File: config.mk
export PLATFORM = sky130hd
export DESIGN_NAME = integer_to_ascii_field_formatter
export DESIGN_NICKNAME = d
export VERILOG_FILES = /design/src/rtl/i2a_fmt_pkg.sv /design/src/rtl/i2a_fmt_cell.sv /design/src/rtl/integer_to_ascii_field_formatter.sv
export SDC_FILE = /design/constraint.sdc
export NUM_CORES = 1
export LEC_CHECK = 0
export ABC_CLOCK_PERIOD_IN_PS = 4610
export BUFFER_PORTS_ARGS = -buffer_cell sky130_fd_sc_hd__buf_2
export CORE_AREA = 8 8 199 201
export CTS_BUF_LIST = sky130_fd_sc_hd__clkbuf_16
export CTS_CLUSTER_DIAMETER = 30
export CTS_CLUSTER_SIZE = 25
export DETAILED_ROUTE_END_ITERATION = 10
export DIE_AREA = 0 0 207 209
export PLACE_DENSITY = 0.51
export SYNTH_ARGS = -nofsm -noshare
export SYNTH_HDL_FRONTEND = slang
export SYNTH_SLANG_ARGS = --single-unit
File: constraint.sdc
create_clock -name clk -period 4.61 [get_ports clk]
set_input_delay 0.461 -clock clk [delete_from_list [all_inputs] [get_ports clk]]
set_output_delay 0.461 -clock clk [all_outputs]
set_load 0.02 [all_outputs]
File: src/rtl/i2a_fmt_pkg.sv
`timescale 1ns / 1ps
// ----------------------------------------------------------------------------
// i2a_fmt_pkg
// Shared types and constants of the integer-to-ASCII field formatter.
// ----------------------------------------------------------------------------
package i2a_fmt_pkg;

  // operand and digit chain geometry
  localparam int VAL_W   = 64;
  localparam int BCNT_W  = $clog2(VAL_W);
  localparam int NCELL   = 20;               // 2^64 < 10^20
  localparam int ND_W    = $clog2(NCELL + 1);

  // conversion kinds (op field)
  localparam logic [1:0] OP_SDEC = 2'd0;
  localparam logic [1:0] OP_UDEC = 2'd1;
  localparam logic [1:0] OP_LHEX = 2'd2;
  localparam logic [1:0] OP_UHEX = 2'd3;

  // characters
  localparam logic [7:0] CH_SPACE = 8'h20;
  localparam logic [7:0] CH_MINUS = 8'h2D;
  localparam logic [7:0] CH_ZERO  = 8'h30;
  localparam logic [7:0] CH_X     = 8'h78;
  localparam logic [7:0] CH_UA    = 8'h41;
  localparam logic [7:0] CH_LA    = 8'h61;

  // sequencer states
  typedef enum logic [3:0] {
    ST_IDLE,
    ST_CONV,
    ST_NORM,
    ST_SETUP,
    ST_SPACES,
    ST_SIGN,
    ST_ZEROS,
    ST_PRE0,
    ST_PREX,
    ST_DIGS,
    ST_TRAIL
  } fmt_state_t;

  // control broadcast to every digit cell
  typedef struct packed {
    logic clr;        // clear digit
    logic shift_bit;  // shift one binary bit in (with BCD correction if dec)
    logic shift_dig;  // take the neighbour's digit
    logic dec;        // decimal mode: add-3 correction active
  } cell_ctl_t;

endpackage

File: src/rtl/i2a_fmt_cell.sv
`timescale 1ns / 1ps
// ----------------------------------------------------------------------------
// i2a_fmt_cell
// One digit cell of the conversion chain: shift-add-3 BCD step or plain
// nibble shift, and whole-digit shift towards the top of the chain.
// ----------------------------------------------------------------------------
module i2a_fmt_cell
  import i2a_fmt_pkg::*;
(
  input  logic       clk,
  input  cell_ctl_t  ctl,
  input  logic       bit_in,
  input  logic [3:0] dig_in,
  output logic       bit_out,
  output logic [3:0] dig_q
);

  logic [3:0] dig_r;
  logic [3:0] dig_nxt;
  logic [3:0] adj;

  // add 3 ahead of the shift when the digit would overflow past 9
  assign adj     = (ctl.dec && (dig_r >= 4'd5)) ? (dig_r + 4'd3) : dig_r;
  assign bit_out = adj[3];
  assign dig_q   = dig_r;

  always_comb begin
    dig_nxt = dig_r;
    if (ctl.clr) begin
      dig_nxt = 4'd0;
    end else if (ctl.shift_bit) begin
      dig_nxt = {adj[2:0], bit_in};
    end else if (ctl.shift_dig) begin
      dig_nxt = dig_in;
    end
  end

  always_ff @(posedge clk) begin
    dig_r <= dig_nxt;
  end

endmodule

File: src/rtl/integer_to_ascii_field_formatter.sv
`timescale 1ns / 1ps
// ----------------------------------------------------------------------------
// integer_to_ascii_field_formatter
// printf-style integer conversion (%d, %u, %x, %X) with padding and
// justification, one character per output beat.
// ----------------------------------------------------------------------------
// One conversion is handled at a time. After the input beat, all 64 operand
// bits are shifted one by one through a chain of 20 digit cells
// (shift-add-3 for decimal, plain nibbles for hex), then leading zero digits
// are shifted out of the top cell one at a time, a setup state works out
// the padding, and the field goes out at one character per cycle while
// out_tready is high. The field has as many characters as the larger of the
// field width and the text length. A new input beat is taken once the last
// character has been accepted.
// ----------------------------------------------------------------------------
module integer_to_ascii_field_formatter
  import i2a_fmt_pkg::*;
#(
  parameter int MAX_WIDTH = 63
) (
  input  logic        clk,
  input  logic        rst_n,
  // input beat
  input  logic        in_tvalid,
  output logic        in_tready,
  // [63:0] value, [64] hex_prefix, [65] zero_pad, [66] left_justify,
  // [72:67] field_width, [79:73] zero
  input  logic [79:0] in_tdata,
  // [1:0] op
  input  logic [1:0]  in_tuser,
  // output beat
  output logic        out_tvalid,
  input  logic        out_tready,
  // [7:0] char_out
  output logic [7:0]  out_tdata,
  output logic        out_tlast
);

  localparam logic [5:0] WMAX = 6'(MAX_WIDTH);

  // input fields
  logic [VAL_W-1:0] in_value;
  logic             in_prefix, in_zero, in_left;
  logic [5:0]       in_width;
  logic             in_hex, in_neg;

  assign in_value  = in_tdata[63:0];
  assign in_prefix = in_tdata[64];
  assign in_zero   = in_tdata[65];
  assign in_left   = in_tdata[66];
  assign in_width  = in_tdata[72:67];
  assign in_hex    = (in_tuser == OP_LHEX) || (in_tuser == OP_UHEX);
  assign in_neg    = (in_tuser == OP_SDEC) && in_value[VAL_W-1];

  // registers
  fmt_state_t        state_r, state_nxt;
  logic [VAL_W-1:0]  mag_r, mag_nxt;
  logic [BCNT_W-1:0] bit_cnt_r, bit_cnt_nxt;
  logic [ND_W-1:0]   nd_r, nd_nxt;
  logic [5:0]        pad_cnt_r, pad_cnt_nxt;
  logic [5:0]        rem_r, rem_nxt;
  logic [5:0]        width_r, width_nxt;
  logic              neg_r, neg_nxt;
  logic              pfx_r, pfx_nxt;
  logic              zero_r, zero_nxt;
  logic              left_r, left_nxt;
  logic              hex_r, hex_nxt;
  logic              upper_r, upper_nxt;

  // handshakes
  logic in_beat, out_beat;
  assign in_beat  = in_tvalid && in_tready;
  assign out_beat = out_tvalid && out_tready;

  // digit chain
  cell_ctl_t  cell_ctl;
  logic       chain_bit [NCELL];
  logic [3:0] chain_dig [NCELL];
  logic [3:0] top_dig;

  genvar gi;
  generate
    for (gi = 0; gi < NCELL; gi++) begin : g_cell
      if (gi == 0) begin : g_first
        i2a_fmt_cell u_cell (
          .clk     (clk),
          .ctl     (cell_ctl),
          .bit_in  (mag_r[VAL_W-1]),
          .dig_in  (4'd0),
          .bit_out (chain_bit[gi]),
          .dig_q   (chain_dig[gi])
        );
      end else begin : g_rest
        i2a_fmt_cell u_cell (
          .clk     (clk),
          .ctl     (cell_ctl),
          .bit_in  (chain_bit[gi-1]),
          .dig_in  (chain_dig[gi-1]),
          .bit_out (chain_bit[gi]),
          .dig_q   (chain_dig[gi])
        );
      end
    end
  endgenerate

  assign top_dig = chain_dig[NCELL-1];

  // leading zero still at the top of the chain
  logic norm_shift;
  assign norm_shift = (top_dig == 4'd0) && (nd_r > ND_W'(1));

  // text length and padding
  logic [5:0] len_c, pad_c, total_c;
  assign len_c   = 6'(nd_r) + {5'd0, neg_r} + (pfx_r ? 6'd2 : 6'd0);
  assign pad_c   = (width_r > len_c) ? (width_r - len_c) : 6'd0;
  assign total_c = pad_c + len_c;

  logic pad_nz_setup, pad_nz;
  assign pad_nz_setup = (pad_c != 6'd0);
  assign pad_nz       = (pad_cnt_r != 6'd0);

  // next state
  always_comb begin
    state_nxt = state_r;
    case (state_r)
      ST_IDLE: begin
        if (in_beat) state_nxt = ST_CONV;
      end
      ST_CONV: begin
        if (bit_cnt_r == BCNT_W'(VAL_W - 1)) state_nxt = ST_NORM;
      end
      ST_NORM: begin
        if (!norm_shift) state_nxt = ST_SETUP;
      end
      ST_SETUP: begin
        if (!left_r && !zero_r && pad_nz_setup) state_nxt = ST_SPACES;
        else if (neg_r)                          state_nxt = ST_SIGN;
        else if (zero_r && pad_nz_setup)         state_nxt = ST_ZEROS;
        else if (pfx_r)                          state_nxt = ST_PRE0;
        else                                     state_nxt = ST_DIGS;
      end
      ST_SPACES: begin
        if (out_beat && (pad_cnt_r == 6'd1)) begin
          if (neg_r)      state_nxt = ST_SIGN;
          else if (pfx_r) state_nxt = ST_PRE0;
          else            state_nxt = ST_DIGS;
        end
      end
      ST_SIGN: begin
        if (out_beat) begin
          if (zero_r && pad_nz) state_nxt = ST_ZEROS;
          else if (pfx_r)       state_nxt = ST_PRE0;
          else                  state_nxt = ST_DIGS;
        end
      end
      ST_ZEROS: begin
        if (out_beat && (pad_cnt_r == 6'd1)) state_nxt = pfx_r ? ST_PRE0 : ST_DIGS;
      end
      ST_PRE0: begin
        if (out_beat) state_nxt = ST_PREX;
      end
      ST_PREX: begin
        if (out_beat) state_nxt = ST_DIGS;
      end
      ST_DIGS: begin
        if (out_beat && (nd_r == ND_W'(1))) state_nxt = (left_r && pad_nz) ? ST_TRAIL : ST_IDLE;
      end
      ST_TRAIL: begin
        if (out_beat && (pad_cnt_r == 6'd1)) state_nxt = ST_IDLE;
      end
      default: state_nxt = ST_IDLE;
    endcase
  end

  // datapath registers
  always_comb begin
    mag_nxt     = mag_r;
    bit_cnt_nxt = bit_cnt_r;
    nd_nxt      = nd_r;
    pad_cnt_nxt = pad_cnt_r;
    rem_nxt     = rem_r;
    width_nxt   = width_r;
    neg_nxt     = neg_r;
    pfx_nxt     = pfx_r;
    zero_nxt    = zero_r;
    left_nxt    = left_r;
    hex_nxt     = hex_r;
    upper_nxt   = upper_r;
    case (state_r)
      ST_IDLE: begin
        if (in_beat) begin
          mag_nxt     = in_neg ? (VAL_W'(0) - in_value) : in_value;
          bit_cnt_nxt = '0;
          nd_nxt      = ND_W'(NCELL);
          width_nxt   = (in_width > WMAX) ? WMAX : in_width;
          neg_nxt     = in_neg;
          pfx_nxt     = in_hex && in_prefix;
          zero_nxt    = in_zero && !in_left;
          left_nxt    = in_left;
          hex_nxt     = in_hex;
          upper_nxt   = (in_tuser == OP_UHEX);
        end
      end
      ST_CONV: begin
        mag_nxt     = {mag_r[VAL_W-2:0], 1'b0};
        bit_cnt_nxt = bit_cnt_r + BCNT_W'(1);
      end
      ST_NORM: begin
        if (norm_shift) nd_nxt = nd_r - ND_W'(1);
      end
      ST_SETUP: begin
        pad_cnt_nxt = pad_c;
        rem_nxt     = total_c;
      end
      default: begin
        if (out_beat) begin
          rem_nxt = rem_r - 6'd1;
          if ((state_r == ST_SPACES) || (state_r == ST_ZEROS) || (state_r == ST_TRAIL)) begin
            pad_cnt_nxt = pad_cnt_r - 6'd1;
          end
          if (state_r == ST_DIGS) nd_nxt = nd_r - ND_W'(1);
        end
      end
    endcase
  end

  // digit to ASCII
  logic [7:0] dig_char;
  always_comb begin
    if (top_dig < 4'd10) dig_char = CH_ZERO + {4'd0, top_dig};
    else                 dig_char = (upper_r ? CH_UA : CH_LA) + {4'd0, top_dig} - 8'd10;
  end

  // outputs and cell control
  always_comb begin
    in_tready          = 1'b0;
    out_tvalid         = 1'b0;
    out_tdata          = CH_SPACE;
    out_tlast          = (rem_r == 6'd1);
    cell_ctl.clr       = 1'b0;
    cell_ctl.shift_bit = 1'b0;
    cell_ctl.shift_dig = 1'b0;
    cell_ctl.dec       = !hex_r;
    case (state_r)
      ST_IDLE: begin
        in_tready    = 1'b1;
        cell_ctl.clr = in_beat;
      end
      ST_CONV:   cell_ctl.shift_bit = 1'b1;
      ST_NORM:   cell_ctl.shift_dig = norm_shift;
      ST_SETUP:  ;
      ST_SPACES: begin
        out_tvalid = 1'b1;
        out_tdata  = CH_SPACE;
      end
      ST_SIGN: begin
        out_tvalid = 1'b1;
        out_tdata  = CH_MINUS;
      end
      ST_ZEROS, ST_PRE0: begin
        out_tvalid = 1'b1;
        out_tdata  = CH_ZERO;
      end
      ST_PREX: begin
        out_tvalid = 1'b1;
        out_tdata  = CH_X;
      end
      ST_DIGS: begin
        out_tvalid         = 1'b1;
        out_tdata          = dig_char;
        cell_ctl.shift_dig = out_beat;
      end
      ST_TRAIL: begin
        out_tvalid = 1'b1;
        out_tdata  = CH_SPACE;
      end
      default: ;
    endcase
  end

  // control state
  always_ff @(posedge clk) begin
    if (!rst_n) begin
      state_r <= ST_IDLE;
    end else begin
      state_r <= state_nxt;
    end
  end

  // payload
  always_ff @(posedge clk) begin
    mag_r     <= mag_nxt;
    bit_cnt_r <= bit_cnt_nxt;
    nd_r      <= nd_nxt;
    pad_cnt_r <= pad_cnt_nxt;
    rem_r     <= rem_nxt;
    width_r   <= width_nxt;
    neg_r     <= neg_nxt;
    pfx_r     <= pfx_nxt;
    zero_r    <= zero_nxt;
    left_r    <= left_nxt;
    hex_r     <= hex_nxt;
    upper_r   <= upper_nxt;
  end

`ifndef ASSERT_OFF
  // input and output sides never active together
  a_no_overlap: assert property (@(posedge clk) disable iff (!rst_n)
    !(in_tready && out_tvalid))
    else $error("input taken while characters pending");

  // input beat starts conversion, nothing emitted next cycle
  a_accept_busy: assert property (@(posedge clk) disable iff (!rst_n)
    in_beat |=> (!in_tready && !out_tvalid))
    else $error("not busy after input beat");

  // final character returns the block to idle
  a_last_idle: assert property (@(posedge clk) disable iff (!rst_n)
    (out_beat && out_tlast) |=> in_tready)
    else $error("not idle after last character");

  // remaining characters cover remaining digits
  a_rem_digits: assert property (@(posedge clk) disable iff (!rst_n)
    (state_r == ST_DIGS) |-> ((6'(nd_r) <= rem_r) && (nd_r != ND_W'(0))))
    else $error("character count out of step with digits");

  // conversion length fixed at the operand width
  a_conv_end: assert property (@(posedge clk) disable iff (!rst_n)
    ((state_r == ST_CONV) && (bit_cnt_r == BCNT_W'(VAL_W - 1))) |=> (state_r == ST_NORM))
    else $error("conversion did not end after all bits");
`endif

endmodule

# After elaboration in Yosys (flattened, before gate mapping)

Index checks and enable logic that the tools add are counted.

Register bits after elaboration: 183
Bits of input ports: 86
Output and inout bits: 11
Logic and storage cells: 282

Add/subtract/negate cells: 32
Order comparisons: 24
Equal/unequal tests: 27
Mux-type cells: 103
Bitwise gates (word level): 2
Reduce and logical (&&, ||, !) cells: 61

Operators with widths:

| cell                    | number |
|---|---|
| $mux W4                 | 76 |
| $mux W64                | 2 |
| $pmux W64 S2            | 1 |
| $ge A4 B3 Y1 const B    | 20 |
| $add A4 B2 Y4 const B   | 19 |
| $sub A1 B64 Y64 const A | 1 |
| $pmux W4 S11            | 1 |
| $mux W6                 | 6 |
| $pmux W6 S2             | 3 |
| $logic_and A1 B1 Y1     | 33 |
| $pmux W8 S4             | 1 |
| $ne A2 B2 Y1 const B    | 11 |
| $mux W5                 | 4 |
| $eq A4 B3 Y1 const B    | 4 |
| $pmux W5 S3             | 1 |
| $eq A4 B4 Y1 const B    | 3 |
| $eq A6 B1 Y1 const B    | 2 |
| $reduce_bool A6 Y1      | 2 |
| $sub A6 B1 Y6 const B   | 2 |
| $reduce_and A10 Y1      | 1 |
| $add A7 B4 Y8           | 1 |
| $eq A4 B2 Y1 const B    | 2 |
| $logic_not A4 Y1        | 2 |
| $mux W8                 | 1 |
| other kinds (33)        | 50 |

# Depth between registers and ports, before layout

Gate-level depths: netlist (run 1).

Depth in word-level cells: 10
Gate-level depth with buffers: 18

# By module

Synthesis (run 1) repeated with hierarchy kept, for this count alone.

Cells, all modules: 1477
Area, all modules: 13001.2 µm²

By module, submodules not included:

| module                           | times used | cells each | area an instance (µm²) |
|---|---|---|---|
| integer_to_ascii_field_formatter | 1          | 797        | 7120.6 |
| i2a_fmt_cell                     | 20         | 34         | 294.0 |

# Least setup slack after synthesis (run 1)

Ideal clock, no wire load.

Path type: register -> register
Start point: reg neg_r
End point: reg rem_r[5], data pin
Arrival: 3613 ps
Path slack: 728 ps
Stages on the path, launching flop included: 18
Clock period less this slack: 3882 ps
Path through: edfxtp_1 > ha_1 > inv_1 > fa_1 > nand3b_1 > xnor2_1 > inv_1 > ha_1 > clkbuf_1 > inv_1 > o22ai_1 > nor2_1 > ha_1 > nand2_1 > o41ai_1 > a31oi_1 > xnor2_1 > a21oi_1

Longest elaborated chain between the ends: 6

Ends and longest elaborated chain:

| what                                          | RTL line                                | RTL |
|---|---|---|
| start: declaration                            | integer_to_ascii_field_formatter.sv:63  | `logic neg_r, neg_nxt;` |
| start signal: assignment                      | integer_to_ascii_field_formatter.sv:298 | `neg_r <= neg_nxt;` |
| $add A5 B1 Y6 (*)                             | integer_to_ascii_field_formatter.sv:114 | `assign len_c = 6'(nd_r) + {5'd0, neg_r} + (pfx_r ? 6'd2 : 6'd0);` |
| $add A6 B2 Y6 (*)                             | integer_to_ascii_field_formatter.sv:114 |  |
| $sub A6 B6 Y6 or $gt A6 B6 Y1 (tied branches) | integer_to_ascii_field_formatter.sv:115 | `assign pad_c = (width_r > len_c) ? (width_r - len_c) : 6'd0;` |
| $mux W6                                       | integer_to_ascii_field_formatter.sv:115 |  |
| $add A6 B6 Y6 (*)                             | integer_to_ascii_field_formatter.sv:116 | `assign total_c = pad_c + len_c;` |
| $pmux W6 S2 (*)                               | integer_to_ascii_field_formatter.sv:189 | `case (state_r)` |
| named net rem_nxt[5]                          | integer_to_ascii_field_formatter.sv:61  | `logic [5:0] rem_r, rem_nxt;` |
| end signal: assignment                        | integer_to_ascii_field_formatter.sv:296 | `rem_r <= rem_nxt;` |
| end: declaration                              | integer_to_ascii_field_formatter.sv:61  |  |

The timed path passes the listed nets; every way through them passes the cells marked *.
A chain may end at the register's enable or synchronous reset.

# Worst setup path after layout (run 1)

Ends and elaborated chain as after synthesis.

==> impl_metrics.tcl, run 1 <==
set metrics [dict create \
    worstSetupEndpoint "rem_r[5]" \
    powerDensity_mw_per_mm2 652.9 \
    cts.path.max_buffers 2 \
    whs_ns 0.1902 \
    fillCellCount 3752 \
    cts.sinks 183 \
    dp_hpwl_um 20300 \
    yosysSeqAreaShare_pct 36.90 \
    leakage_nw 5.195 \
    reg2reg_from "neg_r" \
    fp.dieH_um 209 \
    vias_per_cell 5.217 \
    rsz0062_at_grt "no" \
    syn_area_per_cell_um2 8.249 \
    cp-start-kind "register" \
    cp_cell_sequence "ha_1, inv_1, fa_1, nand3b_1, xnor2_1, inv_1, ha_1, nand2_1, a211oi_1, o22ai_1, nor2_1, ha_1, nand2_1, o41ai_1, a31oi_1, xnor2_1, a21oi_1" \
    initialDrtViolationCount 831 \
    crit_start "neg_r" \
    cp_max_fo 8 \
    ff2ff_path_depth 17 \
    finalCriticalPeriod_ns 4.256 \
    cts_buffers 17 \
    rows 70 \
    skew_ns 0.01154 \
    status "finished, final reports clean" \
    slew_headroom_pct 31.87 \
    fin_setup_tns_ns 0 \
    syn_nets 1679 \
    ioPinCount 97 \
    grt_max_degree 141 \
    synth_area_mm2 0.01261 \
    drv_slew 0 \
    fp.coreArea_mm2 0.03626 \
    grt_pass1_vias 10350 \
    crit_family "adder cells" \
    start_util_pct 34.79 \
    setup_viol 0 \
    wl_um 30630 \
    ys_ff_latch 183 \
    yosys_warnings 0 \
    fp.dieW_um 207 \
    gp_congestion 0.8462 \
    diodes 0 \
    wl_per_cell_um 15.07 \
    path_common_cell "ha_1" \
    area_growth_pct 10.65 \
    port_buffers 88 \
    timing_hold_violations_final 0 \
    hold_buffers 0 \
    cp-end-kind "register" \
    post_cts_resized 0 \
    clockRootBuffer "clkbuf_16" \
    grt_first_pass_wirelength_um 51700 \
    htree_levels 4 \
    rr_endpoint "rem_r[5]" \
    critPathRequiredTime_ns 4.81 \
    grt_usage_pct 14.01 \
    worstMarginPinSlew_ns 1.022 \
    post_cts_buffers 0 \
    drc_errors 0 \
    nets 1701 \
    worstPathArrival_ns 4.45 \
    dr.pass1.iters 7 \
    syn-instance-count 1529 \
    max_cap_viol_count 0 \
    antenna_found_initial 0 \
    critPathBufInv 2 \
    hold_class "in2reg" \
    ys_types 68 \
    r2r_setup_slack_ns 0.35 \
    crit_type "reg2reg" \
    synth_edf_count 99 \
    die_area_mm2 0.04326 \
    cts_tree "done" \
    layout-drive-gt1-share_pct 10.49 \
    clkSlewWorstSetupHoldPaths_ns 0.07 \
    ant_nets 0 \
    num_vias 10600 \
    hold_depth 1 \
    peakVddDrop_uv 437.5 \
    synth_ff_type "edfxtp_1" \
    period_share_pct 92.32 \
    max_freq_mhz 235.0 \
    cpPeakStageDelay_ns 0.50 \
    gr-total-overflow 0 \
    synthArstFlopShare_pct 0 \
    insertion_delay_ns 0.45 \
    critPathSlowestCell "edfxtp_1" \
    cp_num_cells 17 \
]
-- synthesized netlist by cell type, types with 19 or more instances --
cell / instances / share of area, %
nor2_1: 215 / 6.4
a21oi_1: 138 / 5.5
nand2_1: 133 / 4.0
edfxtp_1: 99 / 24
inv_1: 91 / 2.7
dfxtp_1: 84 / 13
a211oi_1: 80 / 4.8
clkbuf_1: 74 / 2.2
o21ai_0: 69 / 2.7
ha_1: 61 / 6.1
nor3_1: 56 / 2.2
xor2_1: 54 / 3.7
xnor2_1: 50 / 3.5
nand2b_1: 31 / 1.5
nor4_1: 24 / 1.2
o211ai_1: 21 / 1.2
o21a_1: 20 / 1.2
o21ai_1: 19 / 0.75
-- flip-flops by register name, summed over array words and instances, names as in the netlist --
signal	flops
bit_cnt_r	6
g_cell.g_first.u_cell.dig_q	4
g_cell.g_rest.u_cell.dig_q	76
hex_r	1
left_r	1
mag_r	64
nd_r	5
neg_r	1
pad_cnt_r	6
pfx_r	1
rem_r	6
state_r	4
upper_r	1
width_r	6
zero_r	1
-- power by group --
group / switching (mW) / internal [mW]
clock: 0.739 / 0.717
sequential: 0.562 / 2.59
combinational: 2.71 / 1.79
-- routing by layer --
layer  track usage (%)  up-vias  wire (µm)
met5                 0        -          0
met2             22.35      167      13570
met4             4.511        0        477
li1                  -     5480          -
met3             2.320       32        948
met1             19.09     4922      15640
-- cell families (layout without fill, tap and decap cells) --
kind of cell | Yosys count | count (layout) | synth area share [%]
AND/OR/NAND/NOR | 547 | 547 | 20.30
XOR/XNOR | 104 | 104 | 7.221
multiplexers | 17 | 17 | 1.349
adder cells (fa/ha/maj) | 64 | 64 | 6.527
buffers and inverters | 187 | 222 | 5.763
other | 1 | 1 | 0.02973
flip-flops | 183 | 183 | 36.90
AO/OA/AOI/OAI | 426 | 426 | 21.91
-- layout make-up --
cell class	instances	area, µm²	share of cell area, %
multi-input combinational	1159	7258	52.00
clock inverter	15	135.1	0.9682
timing repair buffer	98	553.0	3.962
clock buffer	17	425.4	3.048
inverter	92	345.3	2.474
tap	468	585.6	4.195
sequential	183	4654	33.35
-- worst min path at each step --
stage	from	endpoint	slack (ns)
floorplan	mag_r[63]	g_cell[0].g_first.u_cell.dig_q[0]	0.45
global placement	mag_r[63]	g_cell[0].g_first.u_cell.dig_q[0]	0.46
detailed placement	mag_r[63]	g_cell[0].g_first.u_cell.dig_q[0]	0.47
CTS	in_tdata[71]	width_r[4]	0.16
global route	in_tdata[71]	width_r[4]	0.17
finish	in_tdata[68]	width_r[1]	0.19
-- through the flow --
stage | utilization (%) | setup WS (ns) | power, mW | cells | area, µm²
6_report | 38.49 | 0.3540 | 9.112 | 2032 | 13960
5_1_grt | 38.49 | 0.06875 | 9.956 | 2032 | 13960
4_1_cts | 38.49 | 0.3565 | 9.219 | 2032 | 13960
3_5_place_dp | 36.95 | 0.3910 | 7.718 | 2000 | 13400
3_3_place_gp | 36.95 | 0.4365 | 7.654 | 2000 | 13400
2_1_floorplan | - | 0.7279 | 6.641 | 1529 | 12610
-- cells in the final DEF, fill, tap and decap left out, drive strengths merged, types with 4 or more instances in the layout --
master  instances
a31oi           8
nand2b         31
o22ai           7
ha             61
a21o            6
xor2           54
nand2         133
nor4           27
dfxtp          84
edfxtp         99
nor3           59
a211oi         80
nand3          16
o21ai          88
nor3b           5
or2             8
and2            4
o211a          13
clkinv          5
o31ai          17
nand4           4
inv           101
mux2i          17
o41ai          12
or4             5
or3            14
o21a           20
a21oi         138
xnor2          50
clkbuf         17
o211ai         21
buf            98
and3           11
nor2b           7
nor2          215
No activity file was read; power rests on OpenSTA's default activity.
==> run 2, diff against run 1 <==
CTS_BUF_LIST = sky130_fd_sc_hd__clkbuf_4 sky130_fd_sc_hd__clkbuf_8   (was sky130_fd_sc_hd__clkbuf_16)
==> run 2 against run 1 <==
  * Clock-buffer cell count up 1
  * Critical endpoint unchanged
  * Largest power group unchanged
  * Clock power decreased by 25%
  * Cell count unchanged
==> impl_metrics.tcl, run 2 (same netlist as run 1, synthesis figures left out) <==
set metrics [dict create \
    wl_um 30560 \
    skew_ns 0.01484 \
    hold_class "in2reg" \
    powerDensity_mw_per_mm2 635.8 \
    timing_hold_violations_final 0 \
    fillCellCount 3777 \
    grt_max_degree 141 \
    gr-total-overflow 0 \
    cp_max_fo 8 \
    critPathRequiredTime_ns 4.86 \
    post_cts_buffers 0 \
    finalCriticalPeriod_ns 4.246 \
    fp.coreArea_mm2 0.03626 \
    wl_per_cell_um 15.04 \
    largest_reg_flops 76 \
    drv_slew 0 \
    slew_headroom_pct 31.87 \
    cts_buffers 17 \
    cp-end-kind "register" \
    layout_common_cells "215 x nor2_1, 138 x a21oi_1, 132 x nand2_1" \
    vias_per_cell 5.195 \
    crit_type "reg2reg" \
    htree_levels 4 \
    post_cts_resized 0 \
    cts_tree "done" \
    diodes 0 \
    gp_congestion 0.8462 \
    cts.path.max_buffers 2 \
    antenna_found_initial 0 \
    layout-drive-gt1-share_pct 10.55 \
    ioPinCount 97 \
    cpPeakStageDelay_ns 0.51 \
    ant_nets 0 \
    cp_cell_sequence "ha_1, inv_1, fa_1, nand3b_1, xnor2_1, inv_1, ha_1, nand2_1, a211oi_1, o22ai_1, nor2_1, ha_1, nand2_1, o41ai_1, a31oi_1, xnor2_1, a21oi_1" \
    nets 1701 \
    clkSlewWorstSetupHoldPaths_ns 0.10 \
    peakVddDrop_uv 430.0 \
    fin_util_pct 37.97 \
    grt_usage_pct 14.02 \
    num_vias 10560 \
    dr.pass1.iters 7 \
    dp.cells 2000 \
    max_cap_viol_count 0 \
    cts.sinks 183 \
    status "finished, final reports clean" \
    insertion_delay_ns 0.49 \
    path_common_cell "ha_1" \
    max_freq_mhz 235.5 \
    leakage_nw 5.107 \
    rsz0062_at_grt "no" \
    fp.dieH_um 209 \
    worstPathArrival_ns 4.49 \
    fp.dieW_um 207 \
    final_common_cell "nor2_1" \
    rows 70 \
    grt_first_pass_wirelength_um 51790 \
    die_area_mm2 0.04326 \
    port_buffers 88 \
    drc_errors 0 \
    area_growth_pct 9.166 \
    setup_viol 0 \
    critPathSlowestCell "edfxtp_1" \
    initialDrtViolationCount 715 \
    instances_no_fill 2032 \
    start_util_pct 34.79 \
    placed_area_mm2 0.01340 \
    fin_setup_tns_ns 0 \
    cp-start-kind "register" \
    dp_hpwl_um 20300 \
    period_share_pct 92.11 \
    clockRootBuffer "clkbuf_8" \
    worstMarginPinSlew_ns 1.022 \
    stdcell_area_mm2 0.01377 \
    hold_buffers 0 \
    whs_ns 0.1445 \
    grt_pass1_vias 10310 \
]
[run 2: cell count changes in the layout (fill, tap and decap cells not counted), sizes merged]
cell and delta:
inv -1, clkbuf +1
[run 2: power by group]
group | switching [mW] | total, mW | leakage (nW) | internal, mW
registers | 0.563 | 3.15 | 1.64 | 2.59
clock network | 0.693 | 1.10 | 0.191 | 0.407
logic | 2.71 | 4.50 | 3.28 | 1.79
total | 3.96 | 8.75 | 5.11 | 4.79
[run 2: metrics by stage]
step	worst slack, ns	total power [mW]
after global routing	0.05889	9.606
final	0.3637	8.754
after detailed placement	0.3910	7.718
after global placement	0.4365	7.654
after CTS	0.3493	8.860
after floorplan	0.7279	6.641
[run 2: critical path: cells and delay by family (launching register included)]
| kind | cells | cell delay [ns] |
|---|---|---|
| AO/OA/AOI/OAI | 5 | 1.15 |
| XOR/XNOR | 2 | 0.42 |
| adder cells (fa/ha/maj) | 4 | 1.24 |
| buffers and inverters | 2 | 0.12 |
| flip-flops | 1 | 0.51 |
| AND/OR/NAND/NOR | 4 | 0.55 |
[run 2: cell type report]
cell class,instances,area [µm²],share of cell area [%]
clock buffers,18,241.5,1.754
clock inverters,14,131.4,0.9541
inverters,92,345.3,2.508
multi-input cells,1159,7258,52.71
flip-flops and latches,183,4654,33.80
well taps,468,585.6,4.253
repair buffers,98,553.0,4.016
[run 2: per-layer routing]
metal	up-vias	GRT usage [%]	share of wire, %
met5	-	0	0
met4	0	3.623	1.4
met3	32	2.724	3.1
met2	154	22.41	44
met1	4892	19.15	51
li1	5478	-	-
[run 2: final timing paths]
path	start	slack, ns	endpoint	depth (start not counted)
hold / removal	in_tdata[68]	0.14	width_r[1]	1
setup / recovery	neg_r	0.36	rem_r[5]	17
hold reg to reg	mag_r[63]	0.49	g_cell[0].g_first.u_cell.dig_q[0]	2
setup reg to reg	neg_r	0.36	rem_r[5]	17
==> run 3, diff against run 2 <==
CELL_PAD_IN_SITES_DETAIL_PLACEMENT = 1   (was not set)
CELL_PAD_IN_SITES_GLOBAL_PLACEMENT = 2   (was not set)
PLACE_DENSITY = 0.76   (was 0.51)
==> run 3 against run 2 <==
  * Design area is 0.29% higher
  * Combinational power is 3% higher
  * Critical path depth unchanged
  * Sequential share of layout area down 0.098 points
  * Routed wire length up 12%
  * Total power increased by 2.2%
  * Clock skew decreased by 0.0037 ns
  * Via count is 2.9% higher
  * Largest cell class unchanged
  * Highest routed layer unchanged
==> impl_metrics.tcl, run 3 (same netlist as run 1, synthesis figures left out) <==
set metrics [dict create \
    critPathRequiredTime_ns 4.86 \
    period_share_pct 92.28 \
    crit_family "adder cells" \
    path_common_cell "ha_1" \
    drc_errors 0 \
    worstPathArrival_ns 4.50 \
    nets 1702 \
    area_growth_pct 9.483 \
    worstMarginPinSlew_ns 0.9475 \
    port_buffers 88 \
    power_mw 8.949 \
    clkSlewWorstSetupHoldPaths_ns 0.10 \
    cts_tree "done" \
    finalCriticalPeriod_ns 4.254 \
    crit_start "neg_r" \
    stdcell_area_mm2 0.01381 \
    skew_ns 0.01111 \
    final_common_cell "nor2_1" \
    powerDensity_mw_per_mm2 648.0 \
    instances_no_fill 2033 \
    gr-total-overflow 0 \
    hold_buffers 0 \
    grt_first_pass_wirelength_um 57770 \
    max_cap_viol_count 0 \
    hp-start "in_tdata[69]" \
    cts.sinks 183 \
    vias_per_cell 5.344 \
    cp_max_fo 8 \
    cp_cell_sequence "ha_1, inv_1, fa_1, nand3b_1, xnor2_1, inv_1, ha_1, nand2_1, a211oi_1, o22ai_1, nor2_1, ha_1, nand2_1, o41ai_2, a31oi_1, xnor2_1, a21oi_1" \
    timing_hold_violations_final 0 \
    cts.path.max_buffers 2 \
    fp.coreArea_mm2 0.03626 \
    peakVddDrop_uv 269.8 \
    num_vias 10860 \
    fillCellCount 4442 \
    critPathBufInv 2 \
    hold_depth 1 \
    cpPeakStageDelay_ns 0.49 \
    largest_reg_flops 76 \
    cp-end-kind "register" \
    grt_max_degree 141 \
    grt_pass1_vias 11400 \
    fp.dieW_um 207 \
    grt_usage_pct 15.69 \
    dp.cells 2001 \
    wl_per_cell_um 16.77 \
    ioPinCount 97 \
    gp_congestion 0.8229 \
    post_cts_buffers 0 \
    rsz0062_at_grt "no" \
    cts_buffers 17 \
    ant_nets 0 \
    r2r_setup_slack_ns 0.36 \
    insertion_delay_ns 0.49 \
    placed_area_mm2 0.01340 \
    rows 70 \
    wl_um 34090 \
    slew_headroom_pct 36.44 \
    max_freq_mhz 235.1 \
    fp.dieH_um 209 \
    status "finished, final reports clean" \
    clockRootBuffer "clkbuf_8" \
    multi_input_area_mm2 0.007266 \
    drv_slew 0 \
    cp-start-kind "register" \
    initialDrtViolationCount 439 \
    cp_num_cells 17 \
    post_cts_resized 0 \
    critPathSlowestCell "edfxtp_1" \
    layout-drive-gt1-share_pct 10.67 \
    rr_endpoint "rem_r[5]" \
    dr.pass1.iters 4 \
    diodes 0 \
    ff2ff_path_depth 17 \
    layout_common_cells "215 x nor2_1, 138 x a21oi_1, 132 x nand2_1" \
    leakage_nw 5.124 \
    setup_viol 0 \
    hold_class "in2reg" \
    crit_type "reg2reg" \
    worstSetupEndpoint "rem_r[5]" \
    reg2reg_from "neg_r" \
    dp_hpwl_um 23210 \
    seqCellArea_mm2 0.004654 \
    antenna_found_initial 0 \
    htree_levels 4 \
    die_area_mm2 0.04326 \
    fin_setup_tns_ns 0 \
    start_util_pct 34.79 \
]
run 3: layer usage:
metal | share of wire, % | track usage (%)
met4 | 0.96 | 3.697
met1 | 49 | 20.23
met3 | 2.4 | 2.843
met2 | 48 | 26.91
met5 | 0 | 0
run 3: area by class of cell:
class                           instances  area share [%]
Multi-Input combinational cell       1159           52.61
Clock buffer                           18           1.794
Sequential cell                       183           33.70
Tap cell                              468           4.240
Inverter                               92           2.501
Timing Repair Buffer                   99           4.059
Clock inverter                         14           1.087
run 3: worst register-to-register path, delay by kind of cell (launching register included):
kind / cells / cell delay (ns)
and+or+nand+nor: 4 / 0.69
DFF: 1 / 0.49
AOI/OAI and AO/OA: 5 / 1.07
adders and majority gates: 4 / 1.21
xor gates and xnor gates: 2 / 0.42
buffers and inverters: 2 / 0.14
run 3: per-stage QoR:
step / hold slack [ns] / worst slack, ns / util (%)
finish: 0.1418 / 0.3561 / 38.08
global route: 0.1043 / 0.04068 / 38.08
CTS: 0.09794 / 0.1742 / 38.06
detailed placement: 0.4747 / 0.2140 / 36.97
global placement: 0.4588 / 0.3847 / 36.97
floorplan: 0.4495 / 0.7279 / -
run 3: report_power, final:
| group | leakage (nW) | switching, mW | total, mW | internal, mW |
|---|---|---|---|---|
| clock network | 0.197 | 0.645 | 1.14 | 0.499 |
| logic | 3.29 | 2.82 | 4.63 | 1.81 |
| registers | 1.64 | 0.582 | 3.17 | 2.59 |
run 3: worst min-delay path by stage:
stage	to	slack, ns
global placement	g_cell[0].g_first.u_cell.dig_q[0]	0.46
floorplan	g_cell[0].g_first.u_cell.dig_q[0]	0.45
global route	width_r[2]	0.10
finish	width_r[2]	0.14
CTS	width_r[2]	0.1
detailed placement	g_cell[0].g_first.u_cell.dig_q[0]	0.47
